File: config.mk
export PLATFORM = sky130hd
export DESIGN_NAME = relative_signal_difference_top
export DESIGN_NICKNAME = d
export VERILOG_FILES = /design/src/hdl/rsd_pkg.sv /design/src/hdl/rsd_front.sv /design/src/hdl/rsd_fifo.sv /design/src/hdl/rsd_div.sv /design/src/hdl/rsd_back.sv /design/src/hdl/relative_signal_difference_top.sv
export SDC_FILE = /design/constraint.sdc
export NUM_CORES = 1
export LEC_CHECK = 0
export ABC_AREA = 1
export BUFFER_PORTS_ARGS = -buffer_cell sky130_fd_sc_hd__buf_2
export CAP_MARGIN = 20
export CORE_ASPECT_RATIO = 1.5
export CORE_UTILIZATION = 40
export CTS_CLUSTER_SIZE = 12
export DETAILED_ROUTE_END_ITERATION = 12
export PLACE_DENSITY_LB_ADDON = 0.15
export SYNTH_ARGS = -nofsm -noshare
export SYNTH_HDL_FRONTEND = slang
export SYNTH_SLANG_ARGS = --single-unit
File: constraint.sdc
create_clock -name aclk -period 9 [get_ports aclk]
set_input_delay 1.8 -clock aclk [delete_from_list [all_inputs] [get_ports aclk]]
set_output_delay 1.8 -clock aclk [all_outputs]
set_load 0.02 [all_outputs]
File: src/hdl/rsd_pkg.sv
`timescale 1ns / 1ps
// ----------------------------------------------------------------------------
// rsd_pkg
// Shared types and constants for the relative signal difference block.
// ----------------------------------------------------------------------------
package rsd_pkg;

    localparam int PIXEL_BITS_DEF = 16;
    localparam int FRAC_BITS_DEF  = 12;
    localparam int SAMPLE_W       = 16;
    localparam int DATA_W         = 32;

    localparam logic [DATA_W-1:0] S32_MAX = 32'h7fff_ffff;
    localparam logic [DATA_W-1:0] S32_MIN = 32'h8000_0000;

    localparam logic [DATA_W-1:0] TRACK_LOW_RST  = 32'd0;
    localparam logic [DATA_W-1:0] TRACK_HIGH_RST = 32'd12288;

    typedef enum logic {
        REG_TRACK_LOW  = 1'b0,
        REG_TRACK_HIGH = 1'b1
    } reg_index_t;

    typedef enum logic [2:0] {
        ST_IDLE,
        ST_DIV,
        ST_SAT,
        ST_TRACK,
        ST_OUT
    } back_state_t;

    // classified pixel handed from the front to the back
    typedef struct packed {
        logic [SAMPLE_W-1:0] mag;
        logic [SAMPLE_W-1:0] base;
        logic                neg;
        logic                inval;
        logic                last;
    } item_t;

    typedef struct packed {
        logic signed [DATA_W-1:0] track_low;
        logic signed [DATA_W-1:0] track_high;
    } cfg_t;

endpackage

File: src/hdl/rsd_front.sv
`timescale 1ns / 1ps
// ----------------------------------------------------------------------------
// rsd_front
// Accepts pixel pairs, masks them to the pixel width and classifies them.
// ----------------------------------------------------------------------------
module rsd_front #(
    parameter int PIXEL_BITS = rsd_pkg::PIXEL_BITS_DEF
) (
    input  logic                          s_axis_tvalid,
    output logic                          s_axis_tready,
    input  logic [2*rsd_pkg::SAMPLE_W-1:0] s_axis_tdata,
    input  logic                          s_axis_tlast,
    input  logic                          q_full,
    output logic                          q_push,
    output rsd_pkg::item_t                q_item
);

    localparam int PW = (PIXEL_BITS < rsd_pkg::SAMPLE_W) ? PIXEL_BITS : rsd_pkg::SAMPLE_W;
    localparam logic [rsd_pkg::SAMPLE_W-1:0] MASK =
        {rsd_pkg::SAMPLE_W{1'b1}} >> (rsd_pkg::SAMPLE_W - PW);

    logic [rsd_pkg::SAMPLE_W-1:0] sig;
    logic [rsd_pkg::SAMPLE_W-1:0] base;

    assign s_axis_tready = !q_full;
    assign q_push        = s_axis_tvalid && !q_full;

    always_comb begin
        sig          = s_axis_tdata[rsd_pkg::SAMPLE_W-1:0] & MASK;
        base         = s_axis_tdata[2*rsd_pkg::SAMPLE_W-1:rsd_pkg::SAMPLE_W] & MASK;
        q_item.base  = base;
        q_item.neg   = sig < base;
        q_item.mag   = (sig < base) ? (base - sig) : (sig - base);
        q_item.inval = (base == '0);
        q_item.last  = s_axis_tlast;
    end

endmodule

File: src/hdl/rsd_fifo.sv
`timescale 1ns / 1ps
// ----------------------------------------------------------------------------
// rsd_fifo
// Two-entry queue between the classifying front and the arithmetic back.
// ----------------------------------------------------------------------------
module rsd_fifo (
    input  logic           aclk,
    input  logic           aresetn,
    input  logic           push,
    input  rsd_pkg::item_t push_item,
    output logic           full,
    input  logic           pop,
    output rsd_pkg::item_t pop_item,
    output logic           empty
);

    rsd_pkg::item_t mem [2];
    logic       wr_ptr_reg, wr_ptr_next;
    logic       rd_ptr_reg, rd_ptr_next;
    logic [1:0] cnt_reg, cnt_next;

    assign full     = (cnt_reg == 2'd2);
    assign empty    = (cnt_reg == 2'd0);
    assign pop_item = mem[rd_ptr_reg];

    always_comb begin
        wr_ptr_next = wr_ptr_reg ^ push;
        rd_ptr_next = rd_ptr_reg ^ pop;
        cnt_next    = cnt_reg + 2'(push) - 2'(pop);
    end

    always_ff @(posedge aclk) begin
        if (!aresetn) begin
            wr_ptr_reg <= 1'b0;
            rd_ptr_reg <= 1'b0;
            cnt_reg    <= 2'd0;
        end else begin
            wr_ptr_reg <= wr_ptr_next;
            rd_ptr_reg <= rd_ptr_next;
            cnt_reg    <= cnt_next;
        end
    end

    always_ff @(posedge aclk) begin
        if (push) begin
            mem[wr_ptr_reg] <= push_item;
        end
    end

endmodule

File: src/hdl/rsd_div.sv
`timescale 1ns / 1ps
// ----------------------------------------------------------------------------
// rsd_div
// Restoring divider, one quotient bit per cycle, giving the rounded ratio
// (2*mag*2^F + base) / (2*base).
// ----------------------------------------------------------------------------
module rsd_div #(
    parameter int PIXEL_BITS = rsd_pkg::PIXEL_BITS_DEF,
    parameter int FRAC_BITS  = rsd_pkg::FRAC_BITS_DEF
) (
    input  logic                         aclk,
    input  logic                         aresetn,
    input  logic                         start,
    input  logic [rsd_pkg::SAMPLE_W-1:0] mag,
    input  logic [rsd_pkg::SAMPLE_W-1:0] base,
    output logic                         done,
    output logic [rsd_pkg::DATA_W+31:0]  quotient
);

    localparam int PW = (PIXEL_BITS < rsd_pkg::SAMPLE_W) ? PIXEL_BITS : rsd_pkg::SAMPLE_W;
    localparam int NW = PW + FRAC_BITS + 2;
    localparam int DW = PW + 1;
    localparam int RW = PW + 2;
    localparam int CW = $clog2(NW + 1);

    logic [NW-1:0] dvd_reg, dvd_next;
    logic [RW-1:0] rem_reg, rem_next;
    logic [DW-1:0] dsr_reg, dsr_next;
    logic [CW-1:0] cnt_reg, cnt_next;
    logic [RW-1:0] rem_shift;
    logic          qbit;

    assign done     = (cnt_reg == CW'(1));
    assign quotient = (rsd_pkg::DATA_W + 32)'(dvd_reg);

    always_comb begin
        rem_shift = {rem_reg[RW-2:0], dvd_reg[NW-1]};
        qbit      = (rem_shift >= RW'(dsr_reg));
        dvd_next  = dvd_reg;
        rem_next  = rem_reg;
        dsr_next  = dsr_reg;
        cnt_next  = cnt_reg;
        if (start) begin
            dvd_next = NW'({mag[PW-1:0], {FRAC_BITS{1'b0}}, 1'b0}) + NW'(base[PW-1:0]);
            rem_next = '0;
            dsr_next = {base[PW-1:0], 1'b0};
            cnt_next = CW'(NW);
        end else if (cnt_reg != '0) begin
            // quotient bits shift in where dividend bits leave
            dvd_next = {dvd_reg[NW-2:0], qbit};
            rem_next = qbit ? (rem_shift - RW'(dsr_reg)) : rem_shift;
            cnt_next = cnt_reg - CW'(1);
        end
    end

    always_ff @(posedge aclk) begin
        if (!aresetn) begin
            cnt_reg <= '0;
        end else begin
            cnt_reg <= cnt_next;
        end
    end

    always_ff @(posedge aclk) begin
        dvd_reg <= dvd_next;
        rem_reg <= rem_next;
        dsr_reg <= dsr_next;
    end

endmodule

File: src/hdl/rsd_back.sv
`timescale 1ns / 1ps
// ----------------------------------------------------------------------------
// rsd_back
// Takes classified pixels from the queue, divides, saturates, tracks the
// window min/max and drives the result register.
// ----------------------------------------------------------------------------
module rsd_back #(
    parameter int PIXEL_BITS = rsd_pkg::PIXEL_BITS_DEF,
    parameter int FRAC_BITS  = rsd_pkg::FRAC_BITS_DEF
) (
    input  logic                          aclk,
    input  logic                          aresetn,
    input  rsd_pkg::cfg_t                 cfg,
    input  logic                          q_empty,
    input  rsd_pkg::item_t                q_item,
    output logic                          q_pop,
    output logic                          m_axis_tvalid,
    input  logic                          m_axis_tready,
    output logic [3*rsd_pkg::DATA_W-1:0]  m_axis_tdata,
    output logic [1:0]                    m_axis_tuser,
    output logic                          m_axis_tlast
);

    localparam int DW = rsd_pkg::DATA_W;
    localparam logic [DW+1:0] TWO_FIX = (DW + 2)'(2) << FRAC_BITS;

    rsd_pkg::back_state_t state_reg, state_next;
    rsd_pkg::item_t       cur_reg, cur_next;

    logic signed [DW-1:0] c_reg, c_next;
    logic                 hit_reg, hit_next;
    logic signed [DW-1:0] min_reg, min_next;
    logic signed [DW-1:0] max_reg, max_next;
    logic                 any_reg, any_next;

    logic                 mvalid_reg, mvalid_next;
    logic [DW-1:0]        contrast_reg, contrast_next;
    logic [DW-1:0]        center_reg, center_next;
    logic [DW-1:0]        width_reg, width_next;
    logic                 inval_reg, inval_next;
    logic                 wvalid_reg, wvalid_next;
    logic                 done_reg, done_next;

    logic                 div_start;
    logic                 div_done;
    logic [DW+31:0]       quo;
    logic [DW-1:0]        c_sat;
    logic signed [DW:0]   sum;
    logic signed [DW+1:0] width_full;
    logic                 out_free;

    rsd_div #(
        .PIXEL_BITS (PIXEL_BITS),
        .FRAC_BITS  (FRAC_BITS)
    ) u_div (
        .aclk     (aclk),
        .aresetn  (aresetn),
        .start    (div_start),
        .mag      (q_item.mag),
        .base     (q_item.base),
        .done     (div_done),
        .quotient (quo)
    );

    assign out_free      = !mvalid_reg || m_axis_tready;
    assign m_axis_tvalid = mvalid_reg;
    assign m_axis_tdata  = {width_reg, center_reg, contrast_reg};
    assign m_axis_tuser  = {wvalid_reg, inval_reg};
    assign m_axis_tlast  = done_reg;

    always_comb begin
        // saturate the magnitude, then apply the sign
        if (cur_reg.inval) begin
            c_sat = '0;
        end else if (cur_reg.neg) begin
            c_sat = (quo >= (DW + 32)'(rsd_pkg::S32_MIN)) ? rsd_pkg::S32_MIN : -quo[DW-1:0];
        end else begin
            c_sat = (quo > (DW + 32)'(rsd_pkg::S32_MAX)) ? rsd_pkg::S32_MAX : quo[DW-1:0];
        end

        sum        = (DW + 1)'(min_reg) + (DW + 1)'(max_reg);
        width_full = (DW + 2)'(max_reg) - (DW + 2)'(min_reg) + $signed(TWO_FIX);

        state_next    = state_reg;
        cur_next      = cur_reg;
        c_next        = c_reg;
        hit_next      = hit_reg;
        min_next      = min_reg;
        max_next      = max_reg;
        any_next      = any_reg;
        mvalid_next   = mvalid_reg && !m_axis_tready;
        contrast_next = contrast_reg;
        center_next   = center_reg;
        width_next    = width_reg;
        inval_next    = inval_reg;
        wvalid_next   = wvalid_reg;
        done_next     = done_reg;
        q_pop         = 1'b0;
        div_start     = 1'b0;

        unique case (state_reg)
            rsd_pkg::ST_IDLE: begin
                if (!q_empty) begin
                    q_pop    = 1'b1;
                    cur_next = q_item;
                    if (q_item.inval) begin
                        state_next = rsd_pkg::ST_SAT;
                    end else begin
                        div_start  = 1'b1;
                        state_next = rsd_pkg::ST_DIV;
                    end
                end
            end
            rsd_pkg::ST_DIV: begin
                if (div_done) begin
                    state_next = rsd_pkg::ST_SAT;
                end
            end
            rsd_pkg::ST_SAT: begin
                c_next     = $signed(c_sat);
                hit_next   = !cur_reg.inval && ($signed(c_sat) >= cfg.track_low)
                             && ($signed(c_sat) <= cfg.track_high);
                state_next = rsd_pkg::ST_TRACK;
            end
            rsd_pkg::ST_TRACK: begin
                if (hit_reg) begin
                    if (c_reg < min_reg) min_next = c_reg;
                    if (c_reg > max_reg) max_next = c_reg;
                    any_next = 1'b1;
                end
                state_next = rsd_pkg::ST_OUT;
            end
            rsd_pkg::ST_OUT: begin
                if (out_free) begin
                    mvalid_next   = 1'b1;
                    contrast_next = c_reg;
                    inval_next    = cur_reg.inval;
                    done_next     = cur_reg.last;
                    wvalid_next   = cur_reg.last && any_reg;
                    center_next   = '0;
                    width_next    = '0;
                    if (cur_reg.last && any_reg) begin
                        // arithmetic shift of the sum rounds toward minus infinity
                        center_next = sum[DW:1];
                        width_next  = (width_full > (DW + 2)'(rsd_pkg::S32_MAX))
                                      ? rsd_pkg::S32_MAX : width_full[DW-1:0];
                    end
                    if (cur_reg.last) begin
                        min_next = rsd_pkg::S32_MAX;
                        max_next = rsd_pkg::S32_MIN;
                        any_next = 1'b0;
                    end
                    state_next = rsd_pkg::ST_IDLE;
                end
            end
            default: begin
                state_next = rsd_pkg::ST_IDLE;
            end
        endcase
    end

    always_ff @(posedge aclk) begin
        if (!aresetn) begin
            state_reg  <= rsd_pkg::ST_IDLE;
            mvalid_reg <= 1'b0;
            min_reg    <= rsd_pkg::S32_MAX;
            max_reg    <= rsd_pkg::S32_MIN;
            any_reg    <= 1'b0;
        end else begin
            state_reg  <= state_next;
            mvalid_reg <= mvalid_next;
            min_reg    <= min_next;
            max_reg    <= max_next;
            any_reg    <= any_next;
        end
    end

    always_ff @(posedge aclk) begin
        cur_reg      <= cur_next;
        c_reg        <= c_next;
        hit_reg      <= hit_next;
        contrast_reg <= contrast_next;
        center_reg   <= center_next;
        width_reg    <= width_next;
        inval_reg    <= inval_next;
        wvalid_reg   <= wvalid_next;
        done_reg     <= done_next;
    end

endmodule

File: src/hdl/relative_signal_difference_top.sv
`timescale 1ns / 1ps
// ----------------------------------------------------------------------------
// relative_signal_difference_top
// Relative signal enhancement per pixel with windowed min/max tracking.
// ----------------------------------------------------------------------------
// Each request carries a signal and a baseline sample; the block returns
// (signal - baseline) / baseline, rounded to nearest and saturated, in signed
// fixed point with FRAC_BITS fraction bits. A zero baseline sets the invalid
// flag and returns zero. Results between track_low and track_high update a
// running min/max; on tlast the window center and width are reported and the
// tracker clears. A two-entry queue lets requests be taken while the back end
// works. The back end takes one pixel at a time through the bit-serial divider
// (PW = min(PIXEL_BITS, 16)), saturation, tracking and output; zero-baseline
// pixels skip the divider.
module relative_signal_difference_top #(
    parameter int PIXEL_BITS = rsd_pkg::PIXEL_BITS_DEF,
    parameter int FRAC_BITS  = rsd_pkg::FRAC_BITS_DEF
) (
    input  logic        aclk,
    input  logic        aresetn,
    // apb configuration
    input  logic        psel,
    input  logic        penable,
    input  logic        pwrite,
    input  logic [2:0]  paddr,
    input  logic [31:0] pwdata,
    output logic [31:0] prdata,
    output logic        pready,
    // input stream
    input  logic        s_axis_tvalid,
    output logic        s_axis_tready,
    input  logic [31:0] s_axis_tdata,   // signal_sample[15:0], baseline_sample[31:16]
    input  logic        s_axis_tlast,   // last_pixel
    // result stream
    output logic        m_axis_tvalid,
    input  logic        m_axis_tready,
    output logic [95:0] m_axis_tdata,   // contrast, window_center, window_width
    output logic [1:0]  m_axis_tuser,   // invalid, window_valid
    output logic        m_axis_tlast    // image_done
);

    localparam logic [31:0] WIDTH_MIN = 32'(2) << FRAC_BITS;

    rsd_pkg::cfg_t  cfg_reg, cfg_next;
    rsd_pkg::item_t push_item;
    rsd_pkg::item_t pop_item;
    logic           q_push, q_full, q_pop, q_empty;
    logic           wr_en;

    assign pready = 1'b1;
    assign wr_en  = psel && penable && pwrite && pready;

    always_comb begin
        cfg_next = cfg_reg;
        prdata   = '0;
        unique case (rsd_pkg::reg_index_t'(paddr[2]))
            rsd_pkg::REG_TRACK_LOW: begin
                prdata = cfg_reg.track_low;
                if (wr_en) cfg_next.track_low = pwdata;
            end
            rsd_pkg::REG_TRACK_HIGH: begin
                prdata = cfg_reg.track_high;
                if (wr_en) cfg_next.track_high = pwdata;
            end
            default: begin
                prdata = '0;
            end
        endcase
    end

    always_ff @(posedge aclk) begin
        if (!aresetn) begin
            cfg_reg.track_low  <= rsd_pkg::TRACK_LOW_RST;
            cfg_reg.track_high <= rsd_pkg::TRACK_HIGH_RST;
        end else begin
            cfg_reg <= cfg_next;
        end
    end

    rsd_front #(
        .PIXEL_BITS (PIXEL_BITS)
    ) u_front (
        .s_axis_tvalid (s_axis_tvalid),
        .s_axis_tready (s_axis_tready),
        .s_axis_tdata  (s_axis_tdata),
        .s_axis_tlast  (s_axis_tlast),
        .q_full        (q_full),
        .q_push        (q_push),
        .q_item        (push_item)
    );

    rsd_fifo u_fifo (
        .aclk      (aclk),
        .aresetn   (aresetn),
        .push      (q_push),
        .push_item (push_item),
        .full      (q_full),
        .pop       (q_pop),
        .pop_item  (pop_item),
        .empty     (q_empty)
    );

    rsd_back #(
        .PIXEL_BITS (PIXEL_BITS),
        .FRAC_BITS  (FRAC_BITS)
    ) u_back (
        .aclk          (aclk),
        .aresetn       (aresetn),
        .cfg           (cfg_reg),
        .q_empty       (q_empty),
        .q_item        (pop_item),
        .q_pop         (q_pop),
        .m_axis_tvalid (m_axis_tvalid),
        .m_axis_tready (m_axis_tready),
        .m_axis_tdata  (m_axis_tdata),
        .m_axis_tuser  (m_axis_tuser),
        .m_axis_tlast  (m_axis_tlast)
    );

`ifndef SYNTH
    // a zero baseline never yields a number
    a_invalid_zero: assert property (@(posedge aclk) disable iff (!aresetn)
        m_axis_tvalid && m_axis_tuser[0] |-> m_axis_tdata[31:0] == 32'd0)
        else $error("invalid result with nonzero contrast");

    // window fields only on the last pixel
    a_window_last: assert property (@(posedge aclk) disable iff (!aresetn)
        m_axis_tvalid && !m_axis_tlast |-> !m_axis_tuser[1] && m_axis_tdata[95:32] == 64'd0)
        else $error("window fields set on a pixel that is not last");

    // tracked max is never below tracked min
    a_width_floor: assert property (@(posedge aclk) disable iff (!aresetn)
        m_axis_tvalid && m_axis_tuser[1] |->
            $signed(m_axis_tdata[95:64]) >= $signed(WIDTH_MIN))
        else $error("window width below its floor");
`endif

endmodule

==> qor.csv <==
stage,metric,value,unit
logic_synthesis,number of enable-type register cells in the synthesized netlist,251,
clocking,source-to-sink clock delay at the later pin of the worst-skew pair,0.60,ns
timing,total negative setup slack,0,ns
place,Final Wtd Congestion,0.943,
timing,setup repair after global routing missed its margin,no,
cells_and_area,number of nets in the final layout,3759,
setup_path,Critical Path Start,paddr[2],
global_route,GR Overflow Total,0,
clocking,Root Driver,sky130_fd_sc_hd__clkbuf_16,
logic_synthesis,multiplexer fraction of the synthesized cell area,0.305,%
setup_path,data arrival time of the critical path,3.13,ns
floorplan,floorplan core area,64800,sq um
place,post-placement cell area,28100,sq um
global_route,number of antenna violations at the first check in global routing,8,
pwr,leakage power of the design,13.4,nW
pwr,total power divided by cell area,265,nW/um^2
setup_path,CP Class,in -> out,
global_route,global-route wire length before repair,120000,um
clocking,TritonCTS clock tree,yes,
drt,overall via count from detail_route,22100,
drt,TritonRoute pass-1 iters,6,
floorplan,top-level I/O count,209,
logic_synthesis,part of the Yosys area used for sequential elements,40.9,%
cells_and_area,filler cell count,6602,
min_path,hold depth,1,
timing,transition at the pin with the smallest max-transition slack,1.13,ns
clocking,number of setup buffers added after CTS,0,
timing,Tcrit/Tclk final,54.7,%
global_route,vias in the first global route,22200,
drt,Final ANT Viol Nets,0,
logic_synthesis,top cells by area in the synthesized netlist,"sky130_fd_sc_hd__edfxtp_1, sky130_fd_sc_hd__ha_1, sky130_fd_sc_hd__dfxtp_1",
clocking,sinks on the clock net,411,
logic_synthesis,Post-Synthesis Cells,3224,
floorplan,number of rows in the core area,114,
drt,routed via count divided by cell count,5.13,
cells_and_area,"number of standard cells in the layout, taps in and fillers out",4303,
cells_and_area,"Design Area, Final",29500,sq um
cells_and_area,Antenna Cells,0,
min_path,classification of the worst-slack hold path,reg -> reg,
clocking,clock buffer count from CTS,44,
logic_synthesis,xor-xnor portion of the synthesized cell area,2.20,%
logic_synthesis,yosys synthesis warning count,0,
setup_path,worst r2r src,u_back.u_div.dvd_reg[0]$_DFFE_PP_,
drt,DR iter-0 viols,935,
logic_synthesis,post-synth cell types,60,
setup_path,maximum fanout encountered on the critical timing path,65,
logic_synthesis,"Cell Area, Synth",26300,sq um
logic_synthesis,mean instance size in the synthesized netlist,8.15,sq um
logic_synthesis,number of register bits inferred by synthesis,411,
cells_and_area,fraction of final layout cells with drive strength greater than 1,11.1,%
logic_synthesis,"post-synthesis share of cell area spent on full adders, half adders and majority gates",13.8,%
timing,Fmax achieved,0.203,GHz
global_route,total track usage,23.6,%
place,Port Buf Inserts,205,
job,maximum capacitance violations,0,
pwr,Final Power,7.82,mW
setup_path,crit start category,primary input,
clocking,count of instances resized after the clock tree is built,0,
logic_synthesis,combinational family with the most area after synthesis,simple AND/OR/NAND/NOR gates,
logic_synthesis,Yosys top cell by area,sky130_fd_sc_hd__edfxtp_1,
setup_path,number of cells on the worst reg-to-reg path,20,
global_route,largest net degree at the start of global routing,99,
min_path,origin of the worst min-delay path,u_fifo.rd_ptr_reg$_SDFF_PN0_,
clocking,H-tree Lvls,2,
pwr,maximum resistive drop on vdd,0.240,mV
logic_synthesis,Synth Area in Simple Gates,19.9,%
cells_and_area,number of flip-flops in the largest register,70,
logic_synthesis,Synth top area share,28.7,%
cells_and_area,footprint of the multi-input gates,13400,sq um
floorplan,overall die height,316,um
setup_path,Worst setup EP type,primary output,
clocking,clock-pin slew of the registers on the worst-case setup and hold paths,0.05,ns
logic_synthesis,dominant cell by count in the synthesized netlist,sky130_fd_sc_hd__nand2_1,
outcome,status,finished clean,
logic_synthesis,"FFs w/ async S/R, synth",0,%
cells_and_area,register cell area after layout,10700,sq um
logic_synthesis,nets in the synthesized netlist,3585,
timing,worst max-slew margin expressed relative to the limit,25.0,%
floorplan,initial core utilization,40.6,%
logic_synthesis,Post-synth top flop,sky130_fd_sc_hd__edfxtp_1,
timing,final count of negative-setup-slack endpoints,0,
drt,Post-route DRC,0,
timing,total count of hold-check failures in the final report,0,
timing,WHS,0.453,ns
drt,per-cell routed wire length,18.2,um
clocking,"Hold-fix buffers, CTS",0,
logic_synthesis,most instantiated cells after synthesis,"sky130_fd_sc_hd__nand2_1, sky130_fd_sc_hd__inv_1, sky130_fd_sc_hd__a21oi_1, sky130_fd_sc_hd__ha_1, sky130_fd_sc_hd__edfxtp_1",
cells_and_area,area added between synthesis and finish,12.1,%
timing,number of slew-limit violations in the final report,0,
logic_synthesis,post-synthesis compound-gate area fraction,14.8,%
setup_path,worst endpoint required time,7.20,ns
floorplan,Total Die Area,66700,sq um
place,Inst Count DP,4220,
drt,Final Routed Wirelength,78400,um
clocking,deepest clock path buffer count,3,
timing,minimum clock period,4.93,ns
timing,Worst Clk Skew,0.0332,ns
place,detailed placer's ending HPWL,63000,um
floorplan,die width,211,um
-- layout by cell type, fill, tap and decap left out, types with 18 or more instances in the layout --
cell type	netlist	routed
sky130_fd_sc_hd__nand2_1	633	633
sky130_fd_sc_hd__inv_1	426	425
sky130_fd_sc_hd__a21oi_1	345	344
sky130_fd_sc_hd__ha_1	280	280
sky130_fd_sc_hd__edfxtp_1	251	251
sky130_fd_sc_hd__o21ai_0	250	250
sky130_fd_sc_hd__nor2_1	206	205
sky130_fd_sc_hd__buf_2	21	205
sky130_fd_sc_hd__nand3_1	192	192
sky130_fd_sc_hd__dfxtp_1	160	160
sky130_fd_sc_hd__clkbuf_16	0	44
sky130_fd_sc_hd__nor3_1	42	42
sky130_fd_sc_hd__or2_2	40	40
sky130_fd_sc_hd__xor2_1	38	38
sky130_fd_sc_hd__xnor2_1	28	28
sky130_fd_sc_hd__o211ai_1	25	25
sky130_fd_sc_hd__nand4_1	21	21
sky130_fd_sc_hd__clkbuf_1	58	20
sky130_fd_sc_hd__buf_4	15	20
sky130_fd_sc_hd__a21o_1	18	18
-- where the power goes --
| part | switching, mW | internal (mW) | leakage (nW) | total [mW] |
|---|---|---|---|---|
| combinational | 2.16 | 1.14 | 9.13 | 3.30 |
| clock | 0.756 | 0.972 | 0.647 | 1.73 |
| sequential | 0.293 | 2.49 | 3.62 | 2.78 |
-- metal layers --
metal / vias up / GRT usage (%) / wire length, um
met5: - / 0 / 104
met4: 16 / 14.2 / 4920
met3: 185 / 3.65 / 3030
met2: 457 / 46.2 / 42500
met1: 10200 / 22.9 / 27900
li1: 11200 / - / -
-- path summary, 6_finish.rpt --
| check | end | slack, ns |
|---|---|---|
| hold reg to reg | flop | 0.45 |
| setup / recovery | prdata[21] | 4.07 |
| hold / removal | flop | 0.45 |
| setup reg to reg | u_back.hit_reg$_DFFE_PN_ | 4.70 |
-- critical path, cell delays in order --
cell and delay (ns):
sky130_fd_sc_hd__buf_2 0.07, sky130_fd_sc_hd__buf_4 0.52, sky130_fd_sc_hd__o21ai_0 0.40, sky130_fd_sc_hd__buf_2 0.26
-- final cells by class --
class	count	area share [%]
clock buffer	68	4.18
clock inverter	13	0.365
inverter	433	5.52
multi-input combinational	2281	45.6
sequential	411	36.5
tap	870	3.70
timing repair buffer	227	4.18
-- logic make-up (layout without fill, tap and decap cells) --
logic type | Yosys count | after routing
DFF | 411 | 411
AOI/OAI and AO/OA | 718 | 718
other | 2 | 2
adders and majority gates | 286 | 286
xor gates and xnor gates | 66 | 66
and+or+nand+nor | 1201 | 1201
muxes | 8 | 8
buffers and inverters | 532 | 741
-- stage by stage --
| step | setup WS [ns] | utilization, % |
|---|---|---|
| floorplan | 1.77 | - |
| global placement | 4.10 | 43.3 |
| detailed placement | 4.10 | 43.3 |
| CTS | 4.10 | 45.4 |
| global route | 4.01 | 45.5 |
| finish | 4.07 | 45.5 |
(Power assumes the default switching activity.)
